## config.mk

```make
export PLATFORM = sky130hd
export DESIGN_NAME = glyph_run_command_decoder
export DESIGN_NICKNAME = d
export VERILOG_FILES = /design/src/grcd_pkg.sv /design/src/grcd_rem_div.sv /design/src/grcd_pixel_unit.sv /design/src/glyph_run_command_decoder.sv
export SDC_FILE = /design/constraint.sdc
export NUM_CORES = 1
export LEC_CHECK = 0
export BUFFER_PORTS_ARGS = -buffer_cell sky130_fd_sc_hd__buf_2
export CORE_AREA = 2 2 158 160
export CTS_CLUSTER_DIAMETER = 50
export DETAILED_ROUTE_END_ITERATION = 16
export DIE_AREA = 0 0 160 162
export GPL_TIMING_DRIVEN = 0
export PLACE_DENSITY = 0.73
export SYNTH_ARGS = -nofsm -noshare
export SYNTH_HDL_FRONTEND = slang
export SYNTH_SLANG_ARGS = --single-unit
```

## constraint.sdc

```tcl
create_clock -name clk -period 3.65 [get_ports clk]
set_clock_uncertainty 0.05 [all_clocks]
set_input_delay 0.73 -clock clk [delete_from_list [all_inputs] [get_ports clk]]
set_output_delay 0.73 -clock clk [all_outputs]
set_load 0.005 [all_outputs]
```

## src/grcd_pkg.sv

```systemverilog
// ----------------------------------------------------------------------------
// grcd_pkg
// Shared constants, codes and types of the glyph run command decoder.
// ----------------------------------------------------------------------------
package grcd_pkg;

  // Row buffer size and derived widths.
  localparam int ROW_BITS   = 32;
  localparam int COL_W      = $clog2(ROW_BITS);
  localparam int CNT_W      = COL_W + 1;
  localparam int CFG_IDX_W  = 3;
  localparam int CFG_DATA_W = 16;
  localparam int DIM_W      = 6;
  localparam int COORD_W    = 16;
  localparam int CLIP_W     = 12;
  localparam int COLOR_W    = 8;

  // Defaults for the top-level parameters.
  localparam int DEF_MAX_GLYPH_WIDTH  = 32;
  localparam int DEF_MAX_GLYPH_HEIGHT = 32;
  localparam int DEF_CLIP_LEFT        = 0;
  localparam int DEF_CLIP_TOP         = 0;

  // Configuration register indexes.
  localparam logic [CFG_IDX_W-1:0] REG_GLYPH_WIDTH  = 3'd0;
  localparam logic [CFG_IDX_W-1:0] REG_GLYPH_HEIGHT = 3'd1;
  localparam logic [CFG_IDX_W-1:0] REG_WORD_LENGTH  = 3'd2;
  localparam logic [CFG_IDX_W-1:0] REG_ORIGIN_X     = 3'd3;
  localparam logic [CFG_IDX_W-1:0] REG_ORIGIN_Y     = 3'd4;
  localparam logic [CFG_IDX_W-1:0] REG_CLIP_RIGHT   = 3'd5;
  localparam logic [CFG_IDX_W-1:0] REG_CLIP_BOTTOM  = 3'd6;
  localparam logic [CFG_IDX_W-1:0] REG_INK_COLOR    = 3'd7;

  // Two-bit command codes, first bit in the MSB.
  localparam logic [1:0] CMD_REPEAT    = 2'b00;
  localparam logic [1:0] CMD_COPY_ROW  = 2'b10;
  localparam logic [1:0] CMD_COPY_WORD = 2'b01;
  localparam logic [1:0] CMD_ZERO_WORD = 2'b11;

  // Reset values of the configuration registers.
  localparam logic [DIM_W-1:0]   RST_GLYPH_WIDTH  = 6'd8;
  localparam logic [DIM_W-1:0]   RST_GLYPH_HEIGHT = 6'd8;
  localparam logic [DIM_W-1:0]   RST_WORD_LENGTH  = 6'd8;
  localparam logic [CLIP_W-1:0]  RST_CLIP_RIGHT   = 12'd480;
  localparam logic [CLIP_W-1:0]  RST_CLIP_BOTTOM  = 12'd272;

  typedef enum logic [5:0] {
    PH_CMD0 = 6'b000001,
    PH_CMD1 = 6'b000010,
    PH_SUB  = 6'b000100,
    PH_RAW  = 6'b001000,
    PH_COPY = 6'b010000,
    PH_DONE = 6'b100000
  } phase_t;

  typedef enum logic [2:0] {
    S_IDLE = 3'b001,
    S_DIV  = 3'b010,
    S_EMIT = 3'b100
  } seq_state_t;

  typedef enum logic [1:0] {
    SRC_ZERO = 2'd0,
    SRC_BIT  = 2'd1,
    SRC_PREV = 2'd2
  } pix_src_t;

  typedef struct packed {
    logic             clear;
    logic             fire;
    pix_src_t         src;
    logic             bit_val;
    logic [CNT_W-1:0] idx;
  } pix_ctrl_t;

  typedef struct packed {
    logic             at_origin;
    logic             row_full;
    logic             done_now;
    logic [COL_W-1:0] col;
  } pix_stat_t;

  typedef struct packed {
    logic [COORD_W-1:0] x;
    logic [COORD_W-1:0] y;
    logic               on;
    logic               draw;
    logic               done;
  } pix_out_t;

endpackage

```

## src/grcd_rem_div.sv

```systemverilog
// ----------------------------------------------------------------------------
// grcd_rem_div
// Bit-serial restoring divider that finds the start of the word holding a
// column: base = column - (column mod word_length), one bit per cycle.
// ----------------------------------------------------------------------------
module grcd_rem_div (
  input  logic                        clk,
  input  logic                        rst_n,
  input  logic                        start,
  input  logic [grcd_pkg::COL_W-1:0]  col,
  input  logic [grcd_pkg::CNT_W-1:0]  divisor,
  output logic                        done,
  output logic [grcd_pkg::CNT_W-1:0]  base
);

  localparam int STEP_W = $clog2(grcd_pkg::COL_W + 1);

  logic                        active_r, active_nxt;
  logic [STEP_W-1:0]           step_r, step_nxt;
  logic [grcd_pkg::COL_W-1:0]  shift_r, shift_nxt;
  logic [grcd_pkg::COL_W-1:0]  col_r, col_nxt;
  logic [grcd_pkg::CNT_W-1:0]  rem_r, rem_nxt;
  logic [grcd_pkg::CNT_W-1:0]  rem_sh;
  logic [grcd_pkg::CNT_W-1:0]  rem_step;

  // The partial remainder stays below the divisor, so its top bit is free.
  assign rem_sh   = {rem_r[grcd_pkg::CNT_W-2:0], shift_r[grcd_pkg::COL_W-1]};
  assign rem_step = (rem_sh >= divisor) ? rem_sh - divisor : rem_sh;

  assign done = active_r && (step_r == STEP_W'(1));
  assign base = {1'b0, col_r} - rem_step;

  always_comb begin
    active_nxt = active_r;
    step_nxt   = step_r;
    shift_nxt  = shift_r;
    col_nxt    = col_r;
    rem_nxt    = rem_r;
    if (start) begin
      active_nxt = 1'b1;
      step_nxt   = STEP_W'(grcd_pkg::COL_W);
      shift_nxt  = col;
      col_nxt    = col;
      rem_nxt    = '0;
    end else if (active_r) begin
      rem_nxt   = rem_step;
      shift_nxt = {shift_r[grcd_pkg::COL_W-2:0], 1'b0};
      step_nxt  = step_r - STEP_W'(1);
      if (step_r == STEP_W'(1)) begin
        active_nxt = 1'b0;
      end
    end
  end

  always_ff @(posedge clk) begin
    if (!rst_n) begin
      active_r <= 1'b0;
      step_r   <= '0;
    end else begin
      active_r <= active_nxt;
      step_r   <= step_nxt;
    end
  end

  always_ff @(posedge clk) begin
    shift_r <= shift_nxt;
    col_r   <= col_nxt;
    rem_r   <= rem_nxt;
  end

endmodule

```

## src/grcd_pixel_unit.sv

```systemverilog
// ----------------------------------------------------------------------------
// grcd_pixel_unit
// Row buffers and pixel position counters. Builds one pixel per fire with
// its screen coordinates and clip result, and wraps rows at the width.
// ----------------------------------------------------------------------------
module grcd_pixel_unit #(
  parameter int CLIP_LEFT = grcd_pkg::DEF_CLIP_LEFT,
  parameter int CLIP_TOP  = grcd_pkg::DEF_CLIP_TOP
) (
  input  logic                          clk,
  input  logic                          rst_n,
  input  grcd_pkg::pix_ctrl_t           ctrl,
  input  logic [grcd_pkg::CNT_W-1:0]    eff_width,
  input  logic [grcd_pkg::DIM_W-1:0]    eff_height,
  input  logic [grcd_pkg::COORD_W-1:0]  origin_x,
  input  logic [grcd_pkg::COORD_W-1:0]  origin_y,
  input  logic [grcd_pkg::CLIP_W-1:0]   clip_right,
  input  logic [grcd_pkg::CLIP_W-1:0]   clip_bottom,
  output grcd_pkg::pix_stat_t           stat,
  output grcd_pkg::pix_out_t            pix
);

  localparam int CMP_W = grcd_pkg::COORD_W + 1;
  localparam logic signed [CMP_W-1:0] CLIP_LEFT_S = CMP_W'(CLIP_LEFT);
  localparam logic signed [CMP_W-1:0] CLIP_TOP_S  = CMP_W'(CLIP_TOP);

  logic [grcd_pkg::COL_W-1:0]     col_r;
  logic [grcd_pkg::DIM_W-1:0]     row_r;
  logic [grcd_pkg::ROW_BITS-1:0]  cur_row_r;
  logic [grcd_pkg::ROW_BITS-1:0]  prev_row_r;

  logic                           prev_bit;
  logic                           on;
  logic [grcd_pkg::ROW_BITS-1:0]  row_upd;
  logic [grcd_pkg::CNT_W-1:0]     col_inc;
  logic [grcd_pkg::DIM_W-1:0]     row_inc;
  logic                           wrap;
  logic [grcd_pkg::COORD_W-1:0]   sx, sy;
  logic signed [CMP_W-1:0]        sx_s, sy_s, right_s, bottom_s;
  logic                           in_x, in_y;

  always_comb begin
    // Reads at or past the row width give zero.
    prev_bit = (ctrl.idx < eff_width) ? prev_row_r[ctrl.idx[grcd_pkg::COL_W-1:0]] : 1'b0;
    case (ctrl.src)
      grcd_pkg::SRC_PREV: on = prev_bit;
      grcd_pkg::SRC_BIT:  on = ctrl.bit_val;
      default:            on = 1'b0;
    endcase
    row_upd        = cur_row_r;
    row_upd[col_r] = on;
    col_inc = grcd_pkg::CNT_W'(col_r) + grcd_pkg::CNT_W'(1);
    row_inc = row_r + grcd_pkg::DIM_W'(1);
    wrap    = (col_inc >= eff_width);

    sx       = origin_x + grcd_pkg::COORD_W'(col_r);
    sy       = origin_y + grcd_pkg::COORD_W'(row_r);
    sx_s     = {sx[grcd_pkg::COORD_W-1], sx};
    sy_s     = {sy[grcd_pkg::COORD_W-1], sy};
    right_s  = CMP_W'(clip_right);
    bottom_s = CMP_W'(clip_bottom);
    in_x     = (sx_s >= CLIP_LEFT_S) && (sx_s < right_s);
    in_y     = (sy_s >= CLIP_TOP_S) && (sy_s < bottom_s);

    stat.at_origin = (row_r == '0) && (col_r == '0);
    stat.row_full  = (row_r >= eff_height);
    stat.done_now  = wrap && (row_inc >= eff_height);
    stat.col       = col_r;

    pix.x    = sx;
    pix.y    = sy;
    pix.on   = on;
    pix.draw = on && in_x && in_y;
    pix.done = stat.done_now;
  end

  always_ff @(posedge clk) begin
    if (!rst_n || ctrl.clear) begin
      col_r      <= '0;
      row_r      <= '0;
      cur_row_r  <= '0;
      prev_row_r <= '0;
    end else if (ctrl.fire) begin
      cur_row_r <= row_upd;
      if (wrap) begin
        prev_row_r <= row_upd;
        col_r      <= '0;
        row_r      <= row_inc;
      end else begin
        col_r <= col_inc[grcd_pkg::COL_W-1:0];
      end
    end
  end

endmodule

```

## src/glyph_run_command_decoder.sv

```systemverilog
// ----------------------------------------------------------------------------
// glyph_run_command_decoder
// Decodes a serial compressed glyph stream into clipped screen pixels.
// ----------------------------------------------------------------------------
//  Channel  Direction  Handshake             Word
//  in_      sink       in_valid/in_ready     one stream bit and a glyph start flag
//  out_     source     out_valid/out_ready   one pixel with coordinates and flags
//  cfg_     sink       cfg_wr_en             register index and write data
//
// A raw or copy bit is decoded in the idle state, then its pixel is emitted.
// Repeat and zero-word commands emit up to 32 pixels, one per cycle while the
// output is not stalled, and a repeat-word first runs the bit-serial divider.
// Command bits that make no pixel are taken without leaving the idle state.
// Reset is synchronous and acts like a glyph start with default registers.
// With out_ready low the pixel waits in the output register and emission pauses.
// ----------------------------------------------------------------------------
module glyph_run_command_decoder #(
  parameter int MAX_GLYPH_WIDTH  = grcd_pkg::DEF_MAX_GLYPH_WIDTH,
  parameter int MAX_GLYPH_HEIGHT = grcd_pkg::DEF_MAX_GLYPH_HEIGHT,
  parameter int CLIP_LEFT        = grcd_pkg::DEF_CLIP_LEFT,
  parameter int CLIP_TOP         = grcd_pkg::DEF_CLIP_TOP
) (
  input  logic                             clk,
  input  logic                             rst_n,
  input  logic                             in_valid,
  output logic                             in_ready,
  input  logic                             in_stream_bit,
  input  logic                             in_glyph_start,
  output logic                             out_valid,
  input  logic                             out_ready,
  output logic signed [grcd_pkg::COORD_W-1:0] out_pixel_x,
  output logic signed [grcd_pkg::COORD_W-1:0] out_pixel_y,
  output logic                             out_pixel_on,
  output logic                             out_draw_enable,
  output logic [grcd_pkg::COLOR_W-1:0]     out_pixel_color,
  output logic                             out_run_last,
  output logic                             out_glyph_done,
  input  logic                             cfg_wr_en,
  input  logic [grcd_pkg::CFG_IDX_W-1:0]   cfg_index,
  input  logic [grcd_pkg::CFG_DATA_W-1:0]  cfg_data
);

  localparam int W_LIMIT = (MAX_GLYPH_WIDTH < grcd_pkg::ROW_BITS) ?
                           MAX_GLYPH_WIDTH : grcd_pkg::ROW_BITS;
  localparam int H_CMP_W = grcd_pkg::DIM_W + 1;

  // Configuration registers.
  logic [grcd_pkg::DIM_W-1:0]    glyph_width_r, glyph_height_r, word_length_r;
  logic [grcd_pkg::COORD_W-1:0]  origin_x_r, origin_y_r;
  logic [grcd_pkg::CLIP_W-1:0]   clip_right_r, clip_bottom_r;
  logic [grcd_pkg::COLOR_W-1:0]  ink_color_r;

  logic [grcd_pkg::CNT_W-1:0]    eff_width, eff_word;
  logic [grcd_pkg::DIM_W-1:0]    eff_height;

  // Sequencer.
  grcd_pkg::seq_state_t          state_r, state_nxt;
  grcd_pkg::phase_t              phase_r, phase_nxt, phase_eff;
  logic                          cmd_first_r, cmd_first_nxt, cmd_first_eff;
  logic [grcd_pkg::CNT_W-1:0]    copy_rem_r, copy_rem_nxt, copy_rem_eff, copy_dec;
  grcd_pkg::pix_src_t            src_r, src_nxt;
  logic                          bit_r, bit_nxt;
  logic [grcd_pkg::CNT_W-1:0]    idx_r, idx_nxt;
  logic [grcd_pkg::CNT_W-1:0]    count_r, count_nxt;
  logic [1:0]                    cmd;
  logic                          accept;
  logic                          slot_free;
  logic                          at_origin_eff;

  logic                          div_start, div_done;
  logic [grcd_pkg::CNT_W-1:0]    div_base;

  grcd_pkg::pix_ctrl_t           ctrl;
  grcd_pkg::pix_stat_t           stat;
  grcd_pkg::pix_out_t            pix;

  // Output register.
  logic                          out_valid_r;
  logic [grcd_pkg::COORD_W-1:0]  out_x_r, out_y_r;
  logic                          out_on_r, out_draw_r, out_last_r, out_done_r;
  logic [grcd_pkg::COLOR_W-1:0]  out_color_r;

  always_ff @(posedge clk) begin
    if (!rst_n) begin
      glyph_width_r  <= grcd_pkg::RST_GLYPH_WIDTH;
      glyph_height_r <= grcd_pkg::RST_GLYPH_HEIGHT;
      word_length_r  <= grcd_pkg::RST_WORD_LENGTH;
      origin_x_r     <= '0;
      origin_y_r     <= '0;
      clip_right_r   <= grcd_pkg::RST_CLIP_RIGHT;
      clip_bottom_r  <= grcd_pkg::RST_CLIP_BOTTOM;
      ink_color_r    <= '0;
    end else if (cfg_wr_en) begin
      case (cfg_index)
        grcd_pkg::REG_GLYPH_WIDTH:  glyph_width_r  <= cfg_data[grcd_pkg::DIM_W-1:0];
        grcd_pkg::REG_GLYPH_HEIGHT: glyph_height_r <= cfg_data[grcd_pkg::DIM_W-1:0];
        grcd_pkg::REG_WORD_LENGTH:  word_length_r  <= cfg_data[grcd_pkg::DIM_W-1:0];
        grcd_pkg::REG_ORIGIN_X:     origin_x_r     <= cfg_data[grcd_pkg::COORD_W-1:0];
        grcd_pkg::REG_ORIGIN_Y:     origin_y_r     <= cfg_data[grcd_pkg::COORD_W-1:0];
        grcd_pkg::REG_CLIP_RIGHT:   clip_right_r   <= cfg_data[grcd_pkg::CLIP_W-1:0];
        grcd_pkg::REG_CLIP_BOTTOM:  clip_bottom_r  <= cfg_data[grcd_pkg::CLIP_W-1:0];
        grcd_pkg::REG_INK_COLOR:    ink_color_r    <= cfg_data[grcd_pkg::COLOR_W-1:0];
        default: ;
      endcase
    end
  end

  // Zero registers count as one; width, height and word length saturate at their limits.
  always_comb begin
    if (glyph_width_r == '0) begin
      eff_width = grcd_pkg::CNT_W'(1);
    end else if (grcd_pkg::CNT_W'(glyph_width_r) > grcd_pkg::CNT_W'(W_LIMIT)) begin
      eff_width = grcd_pkg::CNT_W'(W_LIMIT);
    end else begin
      eff_width = grcd_pkg::CNT_W'(glyph_width_r);
    end

    if (glyph_height_r == '0) begin
      eff_height = grcd_pkg::DIM_W'(1);
    end else if (H_CMP_W'(glyph_height_r) > H_CMP_W'(MAX_GLYPH_HEIGHT)) begin
      eff_height = grcd_pkg::DIM_W'(MAX_GLYPH_HEIGHT);
    end else begin
      eff_height = glyph_height_r;
    end

    if (word_length_r == '0) begin
      eff_word = grcd_pkg::CNT_W'(1);
    end else if (grcd_pkg::CNT_W'(word_length_r) > grcd_pkg::CNT_W'(grcd_pkg::ROW_BITS)) begin
      eff_word = grcd_pkg::CNT_W'(grcd_pkg::ROW_BITS);
    end else begin
      eff_word = grcd_pkg::CNT_W'(word_length_r);
    end
  end

  assign in_ready  = (state_r == grcd_pkg::S_IDLE);
  assign accept    = in_valid && in_ready;
  assign slot_free = !out_valid_r || out_ready;

  always_comb begin
    // A glyph start clears the decoder before this bit is decoded.
    phase_eff     = in_glyph_start ? grcd_pkg::PH_CMD0 : phase_r;
    cmd_first_eff = in_glyph_start ? 1'b0 : cmd_first_r;
    copy_rem_eff  = in_glyph_start ? '0 : copy_rem_r;
    at_origin_eff = in_glyph_start || stat.at_origin;
    cmd           = {cmd_first_eff, in_stream_bit};
    copy_dec      = (copy_rem_eff != '0) ? copy_rem_eff - grcd_pkg::CNT_W'(1) : '0;

    state_nxt     = state_r;
    phase_nxt     = phase_r;
    cmd_first_nxt = cmd_first_r;
    copy_rem_nxt  = copy_rem_r;
    src_nxt       = src_r;
    bit_nxt       = bit_r;
    idx_nxt       = idx_r;
    count_nxt     = count_r;
    div_start     = 1'b0;

    ctrl.clear   = 1'b0;
    ctrl.fire    = 1'b0;
    ctrl.src     = src_r;
    ctrl.bit_val = bit_r;
    ctrl.idx     = idx_r;

    case (state_r)
      grcd_pkg::S_IDLE: begin
        if (accept) begin
          ctrl.clear    = in_glyph_start;
          phase_nxt     = phase_eff;
          cmd_first_nxt = cmd_first_eff;
          copy_rem_nxt  = copy_rem_eff;
          bit_nxt       = in_stream_bit;
          case (phase_eff)
            grcd_pkg::PH_CMD0: begin
              cmd_first_nxt = in_stream_bit;
              phase_nxt     = grcd_pkg::PH_CMD1;
            end
            grcd_pkg::PH_CMD1: begin
              cmd_first_nxt = in_stream_bit;
              case (cmd)
                grcd_pkg::CMD_REPEAT: begin
                  // Only the first command of a glyph can switch to raw bits.
                  phase_nxt = at_origin_eff ? grcd_pkg::PH_RAW : grcd_pkg::PH_SUB;
                end
                grcd_pkg::CMD_COPY_ROW: begin
                  copy_rem_nxt = eff_width;
                  phase_nxt    = grcd_pkg::PH_COPY;
                end
                grcd_pkg::CMD_COPY_WORD: begin
                  copy_rem_nxt = eff_word;
                  phase_nxt    = grcd_pkg::PH_COPY;
                end
                default: begin
                  phase_nxt = grcd_pkg::PH_CMD0;
                  src_nxt   = grcd_pkg::SRC_ZERO;
                  count_nxt = eff_word;
                  state_nxt = grcd_pkg::S_EMIT;
                end
              endcase
            end
            grcd_pkg::PH_SUB: begin
              phase_nxt = grcd_pkg::PH_CMD0;
              if (in_stream_bit) begin
                src_nxt   = grcd_pkg::SRC_PREV;
                idx_nxt   = '0;
                count_nxt = eff_width;
                state_nxt = grcd_pkg::S_EMIT;
              end else begin
                div_start = 1'b1;
                state_nxt = grcd_pkg::S_DIV;
              end
            end
            grcd_pkg::PH_RAW: begin
              src_nxt   = grcd_pkg::SRC_BIT;
              count_nxt = grcd_pkg::CNT_W'(1);
              state_nxt = grcd_pkg::S_EMIT;
            end
            grcd_pkg::PH_COPY: begin
              copy_rem_nxt = copy_dec;
              phase_nxt    = (copy_dec == '0) ? grcd_pkg::PH_CMD0 : grcd_pkg::PH_COPY;
              src_nxt      = grcd_pkg::SRC_BIT;
              count_nxt    = grcd_pkg::CNT_W'(1);
              state_nxt    = grcd_pkg::S_EMIT;
            end
            default: begin
              phase_nxt = grcd_pkg::PH_DONE;
            end
          endcase
        end
      end
      grcd_pkg::S_DIV: begin
        if (div_done) begin
          src_nxt   = grcd_pkg::SRC_PREV;
          idx_nxt   = div_base;
          count_nxt = eff_word;
          state_nxt = grcd_pkg::S_EMIT;
        end
      end
      grcd_pkg::S_EMIT: begin
        if (slot_free) begin
          if (phase_r == grcd_pkg::PH_DONE) begin
            state_nxt = grcd_pkg::S_IDLE;
          end else if (stat.row_full) begin
            // The height shrank below the rows already written.
            phase_nxt = grcd_pkg::PH_DONE;
            state_nxt = grcd_pkg::S_IDLE;
          end else begin
            ctrl.fire = 1'b1;
            count_nxt = count_r - grcd_pkg::CNT_W'(1);
            idx_nxt   = idx_r + grcd_pkg::CNT_W'(1);
            if (stat.done_now) begin
              phase_nxt = grcd_pkg::PH_DONE;
            end
            if (stat.done_now || (count_r == grcd_pkg::CNT_W'(1))) begin
              state_nxt = grcd_pkg::S_IDLE;
            end
          end
        end
      end
      default: begin
        state_nxt = grcd_pkg::S_IDLE;
      end
    endcase
  end

  always_ff @(posedge clk) begin
    if (!rst_n) begin
      state_r     <= grcd_pkg::S_IDLE;
      phase_r     <= grcd_pkg::PH_CMD0;
      cmd_first_r <= 1'b0;
      copy_rem_r  <= '0;
      src_r       <= grcd_pkg::SRC_ZERO;
      count_r     <= '0;
    end else begin
      state_r     <= state_nxt;
      phase_r     <= phase_nxt;
      cmd_first_r <= cmd_first_nxt;
      copy_rem_r  <= copy_rem_nxt;
      src_r       <= src_nxt;
      count_r     <= count_nxt;
    end
  end

  always_ff @(posedge clk) begin
    bit_r <= bit_nxt;
    idx_r <= idx_nxt;
  end

  grcd_rem_div u_div (
    .clk     (clk),
    .rst_n   (rst_n),
    .start   (div_start),
    .col     (stat.col),
    .divisor (eff_word),
    .done    (div_done),
    .base    (div_base)
  );

  grcd_pixel_unit #(
    .CLIP_LEFT (CLIP_LEFT),
    .CLIP_TOP  (CLIP_TOP)
  ) u_pixel (
    .clk         (clk),
    .rst_n       (rst_n),
    .ctrl        (ctrl),
    .eff_width   (eff_width),
    .eff_height  (eff_height),
    .origin_x    (origin_x_r),
    .origin_y    (origin_y_r),
    .clip_right  (clip_right_r),
    .clip_bottom (clip_bottom_r),
    .stat        (stat),
    .pix         (pix)
  );

  always_ff @(posedge clk) begin
    if (!rst_n) begin
      out_valid_r <= 1'b0;
    end else if (ctrl.fire) begin
      out_valid_r <= 1'b1;
    end else if (out_ready) begin
      out_valid_r <= 1'b0;
    end
  end

  always_ff @(posedge clk) begin
    if (ctrl.fire) begin
      out_x_r     <= pix.x;
      out_y_r     <= pix.y;
      out_on_r    <= pix.on;
      out_draw_r  <= pix.draw;
      out_color_r <= ink_color_r;
      out_last_r  <= stat.done_now || (count_r == grcd_pkg::CNT_W'(1));
      out_done_r  <= pix.done;
    end
  end

  assign out_valid       = out_valid_r;
  assign out_pixel_x     = out_x_r;
  assign out_pixel_y     = out_y_r;
  assign out_pixel_on    = out_on_r;
  assign out_draw_enable = out_draw_r;
  assign out_pixel_color = out_color_r;
  assign out_run_last    = out_last_r;
  assign out_glyph_done  = out_done_r;

endmodule

```

Yosys cells after proc, flatten, opt, wreduce, memory -nomap -nowiden --
Cells that the tools add are included.
Word-level totals: bits of input ports 26, output and inout bits 46, register bits 252, word-level logic and storage cells 227
Cells by class: order comparisons 15, mux-type cells 84, add/sub/neg operators 10, bitwise gates (word level) 1, reductions and logical operators 49, equal/unequal tests 34
Operators with widths (count):
- $mux 6 | 29
- $pmux 6 s3 | 3
- $pmux 6 s2 | 3
- $bwmux 32 | 1
- $ge 16x1->1 const B | 2
- $lt 16x13->1 | 2
- $logic_not 6->1 | 5
- $mux 3 | 10
- $pmux 6 s5 | 1
- $ge 6x6->1 | 4
- $mux 1 | 20
- $mux 5 | 4
- $reduce_and 2->1 | 10
- $gt 6x6->1 const B | 3
- $pmux 3 s3 | 2
- $add 16x5->16 | 1
- $add 16x6->16 | 1
- $eq 3x3->1 const B | 5
- $add 6x1->6 const B | 2
- $eq 6x1->1 const B | 2
- $lt 5x6->1 const B | 2
- $reduce_and 6->1 | 2
- $sub 6x1->6 const B | 2
- $pmux 5 s2 | 1
- other kinds (42) | 76

Longest topological paths before layout --
word-level depth 11, gate-level depth with buffers 18, mapped depth without buffers 18

Hierarchy --
Synthesis repeated with hierarchy kept, for this count alone.
Second synthesis, totals: cells, all modules 1550, area total of the unflattened synthesis 13649.3 µm²
By module, submodules not included:
- glyph_run_command_decoder | area an instance 6666.4 µm², cells an instance 695, sequential area each 3673.5 µm², times used 1
- grcd_pixel_unit | area an instance 5665.4 µm², cells an instance 717, sequential area each 1501.4 µm², times used 1
- grcd_rem_div | area an instance 1317.5 µm², cells an instance 138, sequential area each 480.5 µm², times used 1

Worst setup path before layout --
OpenSTA, ideal clock, no wires.
path kind register -> register, start register word_length_r[1] (netlist bit), end register idx_r[5] (netlist bit), data pin, data required time 3.332 ns, buffers on the path 0, stages on the path, launching flop included 18, path slack -0.238 ns, arrival 3.570 ns, clock period less this slack 3.888 ns, library setup time 0.268 ns, cell sequence dfxtp_1 > nor4_1 > nor2_1 > nor2_1 > ha_1 > inv_1 > fa_1 > a21o_1 > a211oi_1 > o21ai_1 > mux2i_1 > ha_1 > a21o_1 > a21o_1 > a21o_1 > a21oi_1 > xor2_1 > o22ai_1
Between the ends: word-level cells in the longest chain between the ends 8, elaborated cells between the ends (all ways) 10, those cells by class 2 x add/sub; 2 x order compare; 5 x mux; 1 x reduce/logical
Ends and longest elaborated chain:
- from (decl) | RTL line glyph_run_command_decoder.sv:48 | logic [grcd_pkg::DIM_W-1:0] glyph_width_r, glyph_height_r, word_length_r;
- from (signal assigned) | RTL line glyph_run_command_decoder.sv:87 | word_length_r <= grcd_pkg::RST_WORD_LENGTH;
- from (signal assigned) | RTL line glyph_run_command_decoder.sv:97 | grcd_pkg::REG_WORD_LENGTH: word_length_r <= cfg_data[grcd_pkg::DIM_W-1:0];
- $gt 6x6->1 | RTL line glyph_run_command_decoder.sv:128 | end else if (grcd_pkg::CNT_W'(word_length_r) > grcd_pkg::CNT_W'(grcd_pkg::ROW_BITS)) begin
- $mux 6 | RTL line glyph_run_command_decoder.sv:128
- $mux 6 * | RTL line glyph_run_command_decoder.sv:126 | if (word_length_r == '0) begin
- $sub 6x6->6 / $ge 6x6->1 (equally long branches) | RTL line grcd_rem_div.sv:28 | assign rem_step = (rem_sh >= divisor) ? rem_sh - divisor : rem_sh;
- $mux 6 * | RTL line grcd_rem_div.sv:28
- $sub 5x6->6 * | RTL line grcd_rem_div.sv:31 | assign base = {1'b0, col_r} - rem_step;
- $mux 6 * | RTL line glyph_run_command_decoder.sv:231 | if (div_done) begin
- $pmux 6 s3 * | RTL line glyph_run_command_decoder.sv:164 | case (state_r)
- named net idx_nxt (one bit) | RTL line glyph_run_command_decoder.sv:63 | logic [grcd_pkg::CNT_W-1:0] idx_r, idx_nxt;
- to (signal assigned) | RTL line glyph_run_command_decoder.sv:285 | idx_r <= idx_nxt;
- to (decl) | RTL line glyph_run_command_decoder.sv:63
The timed path passes the listed nets; every way through them passes the cells marked *. The select of a mux whose other input is x is not followed. A chain may end at the register's enable or synchronous reset.

Worst setup path in the final report --
start register word_length_r[1] (netlist bit), end register idx_r[5] (netlist bit), data pin
Between the ends: word-level cells in the longest chain between the ends 8, elaborated cells between the ends (all ways) 10, those cells by class 2 x add/sub; 2 x order compare; 5 x mux; 1 x reduce/logical
Ends and longest elaborated chain:
- $gt 6x6->1 | RTL line glyph_run_command_decoder.sv:128
- $mux 6 | RTL line glyph_run_command_decoder.sv:128
- $mux 6 * | RTL line glyph_run_command_decoder.sv:126
- $sub 6x6->6 / $ge 6x6->1 (equally long branches) | RTL line grcd_rem_div.sv:28
- $mux 6 * | RTL line grcd_rem_div.sv:28
- named net u_div.rem_step (one bit) | RTL line grcd_rem_div.sv:24 | logic [grcd_pkg::CNT_W-1:0] rem_step;
- $sub 5x6->6 * | RTL line grcd_rem_div.sv:31
- $mux 6 * | RTL line glyph_run_command_decoder.sv:231
- $pmux 6 s3 * | RTL line glyph_run_command_decoder.sv:164
- named net idx_nxt (one bit) | RTL line glyph_run_command_decoder.sv:63
Marks and branches as above.

==> impl_metrics.toml <==
[placed_design]
placedInstanceArea_mm2 = 0.0140
place_congestion = 0.928
io_buffers = 64
detailed_place_hpwl_mm = 26.2

[cts]
clkSinkCount = 252
numCtsBuffers = 31
cts_tree = "done"
cts_buffer_depth = 3
htreeDepth = 1
path_clk_slew_ns = 0.06
cts_hold_buffers = 0
clockRootBuffer = "clkbuf_16"
clk_latency_ns = 0.55

[timing]
worst_slack_ns = -0.242
relSlewSlack_pct = 30.4
worst_slew_pin_slew_ns = 1.04
hold_viol = 0
max_freq_mhz = 257
min_period_over_period_pct = 107
hold_ws_ns = 0.386
min_period_ns = 3.89
rsz0062_at_grt = "true"
slew_viol_final = 0
final-setup-viol-count = 4

[synthesis]
yosys.area_share.simple_pct = 16.0
synth-adder-area-share_pct = 8.69
synth-compound-area-share_pct = 20.3
synth-edff-count = 61
synth_top_family_by_area = "compound AO/OA/AOI/OAI gates"
ys_top_cells_by_area = "dfxtp_1 (29%), edfxtp_1 (14%), ha_1 (8.1%), a21oi_1 (6.8%), nand2_1 (6.0%)"
synth-seq-cells = 252
synth_cell_type_count = 76
synth_warnings = 0
muxShareOfSynthArea_pct = 3.88
synth_area_mm2 = 0.0133
netlist.area_leader.share_pct = 28.7
syn_inst = 1494
synth_area_per_cell_um2 = 8.90
syn-num-nets = 1610
synth_xor_area_share_pct = 3.75
synthFlopType = "dfxtp_1"
seq_area_frac_synth_pct = 42.5
async_reset_ff_share_pct = 0
synth_top_area_cell = "dfxtp_1"

[detailed_routing]
num_vias = 11700
via_per_inst = 5.96
drt_iter0_drc = 1154
wl_mm = 37.2
postRouteAntennaNets = 0
drc = 0
routedWlPerCell_um = 19.0
dr.pass1.iters = 5

[status]
outcome = "finished with violations"
violations = "setup timing"

[critical_path]
crit_chain = "nor4_2 > nor2_1 > nor2_2 > ha_2 > inv_2 > fa_2 > a21o_1 > a211oi_4 > o21ai_4 > mux2i_2 > ha_2 > inv_2 > a21o_1 > a21o_1 > a21o_1 > a21oi_2 > xor2_1 > o22ai_1"
path_common_cell = "a21o_1"
slowest_delay_ns = 0.33
cp-end-kind = "flop"
arrival_ns = 4.12
worst_setup_path_start_kind = "flop"
crit_fanout = 5
r2r_slack_ns = -0.24
worstSetupPathType = "flop to flop"
worstReg2RegEnd = "idx_r[5]$_DFFE_PP_"
critPathCapture = "idx_r[5]$_DFFE_PP_"
cpLargestDelayFamily = "compound AO/OA/AOI/OAI gates"
ff2ff_path_depth = 18
path_depth = 18
crit_path_top_delay_cell = "dfxtp_2"
worst_ep_required_time_ns = 3.88
r2r_start = "word_length_r[1]$_SDFFE_PN0P_"
worst-path-buf-inv = 2
setup.worst_path.start = "word_length_r[1]$_SDFFE_PN0P_"

[global_routing]
grt_overflow = 0
track_usage_pct = 28.1
grt_pass1_wl_mm = 58.7
grt_antenna_before_repair = 0
grt_max_degree = 63
grt_pass1_vias = 11100

[hold_path]
hp-class = "flop to flop"
worstHoldStart = "ink_color_r[0]$_SDFFE_PN0P_"
whs_path_depth = 0

[floorplanning]
initial_core_util_pct = 55.2
die_w_um = 160
ios = 72
die_area_mm2 = 0.0259
rows = 57
coreArea_mm2 = 0.0241
die_h_um = 162

[layout]
synthToLayoutAreaGrowth_pct = 16.5
mostFrequentLayoutCell = "nand2_1"
antenna_cells = 0
final_area_mm2 = 0.0155
drive_above_1_share_pct = 14.5
num-nets-final = 1724
final_cell_mix = "nand2_1 (212), dfxtp_1 (181), a21oi_1 (178), nor2_1 (86), ha_1 (81)"

[pwr]
power.leakage_nw = 5.96
ir_drop_mv = 0.298
pwr_density_cell_mw_per_mm2 = 410

[run]
max_cap_violations = 0
-- how the worst min path moves through the flow --
stage,endpoint
finish,out_pixel_color[0]$_DFFE_PP_
detailed placement,out_pixel_color[0]$_DFFE_PP_
global placement,out_pixel_color[1]$_DFFE_PP_
global route,out_pixel_color[2]$_DFFE_PP_
CTS,origin_x_r[14]$_SDFFE_PN0P_
floorplan,out_pixel_color[0]$_DFFE_PP_
-- flip-flops by register name, indices dropped and copies added, names as in the netlist, 6 cells and up --
register and flops:
clip_bottom_r 12, clip_right_r 12, copy_rem_r 6, count_r 6, glyph_height_r 6, glyph_width_r 6
idx_r 6, ink_color_r 8, origin_x_r 16, origin_y_r 16, out_pixel_color 8, out_pixel_x 16
out_pixel_y 16, phase_r 6, u_pixel.cur_row_r 32, u_pixel.prev_row_r 32, u_pixel.row_r 6, word_length_r 6
-- report_power, final --
group,internal (mW),switching [mW]
sequential,2.87,0.0232
combinational,0.110,0.216
clock,1.90,1.24
-- layout make-up --
cell class | instances | area [um2]
clock buffers | 42 | 910
multi-input cells | 1087 | 7220
fillers | 2055 | 8620
flip-flops and latches | 252 | 5680
plain buffers | 85 | 397
clock inverters | 15 | 156
repair buffers | 82 | 455
inverters | 69 | 268
well taps | 324 | 405
-- repair_timing --
action                     CTS  global route
cloned                       0             0
pin swaps                   20            23
setup endpoints to repair  103            46
resized for setup           37            36
hold endpoints to repair     0             0
buffers inserted            10             8
-- cells by family (layout without fill, tap and decap cells) --
family,count (synthesis),in the layout
multiplexers,51,51
XOR/XNOR,57,57
adder cells (fa/ha/maj),90,90
AND/OR/NAND/NOR,463,463
flip-flops,252,252
buffers and inverters,155,293
AO/OA/AOI/OAI,426,426
-- synthesized netlist by cell type, types with 8 or more instances --
cell type  count
a211oi_1      18
a21o_1        21
a21oi_1      181
a22oi_1       12
a311oi_1      20
and2_1         8
and3_1        12
buf_2         14
clkbuf_1      59
dfxtp_1      191
edfxtp_1      61
ha_1          86
inv_1         63
mux2i_1       47
nand2_1      213
nand2b_1      20
nand3_1       34
nand4_1       12
nor2_1        88
nor2b_1       12
nor3_1        24
nor4_1         9
o211ai_1      32
o21ai_0       49
o21ai_1       13
o22ai_1       16
xnor2_1       31
xor2_1        26
-- per-layer routing --
| metal | routed length, um | global-route usage, % |
|---|---|---|
| met5 | 0 | 0 |
| met4 | 1290 | 10.4 |
| met3 | 2450 | 3.73 |
| met2 | 17800 | 49.0 |
| met1 | 15600 | 35.7 |
-- stage by stage --
stage                     setup TNS, ns  setup slack, ns  utilization [%]  power [mW]  cells
after floorplan                 -0.0304          -0.0304                -        3.15   1494
after global placement           -15.51           -0.722             58.2        3.25   1882
after detailed placement         -15.75           -0.686             58.2        3.25   1882
after CTS                        -0.739           -0.260             63.5        6.37   1948
after global routing              -1.20           -0.415             64.3        6.52   1956
final                            -0.530           -0.242             64.3        6.36   1956
(Power assumes the default switching activity.)
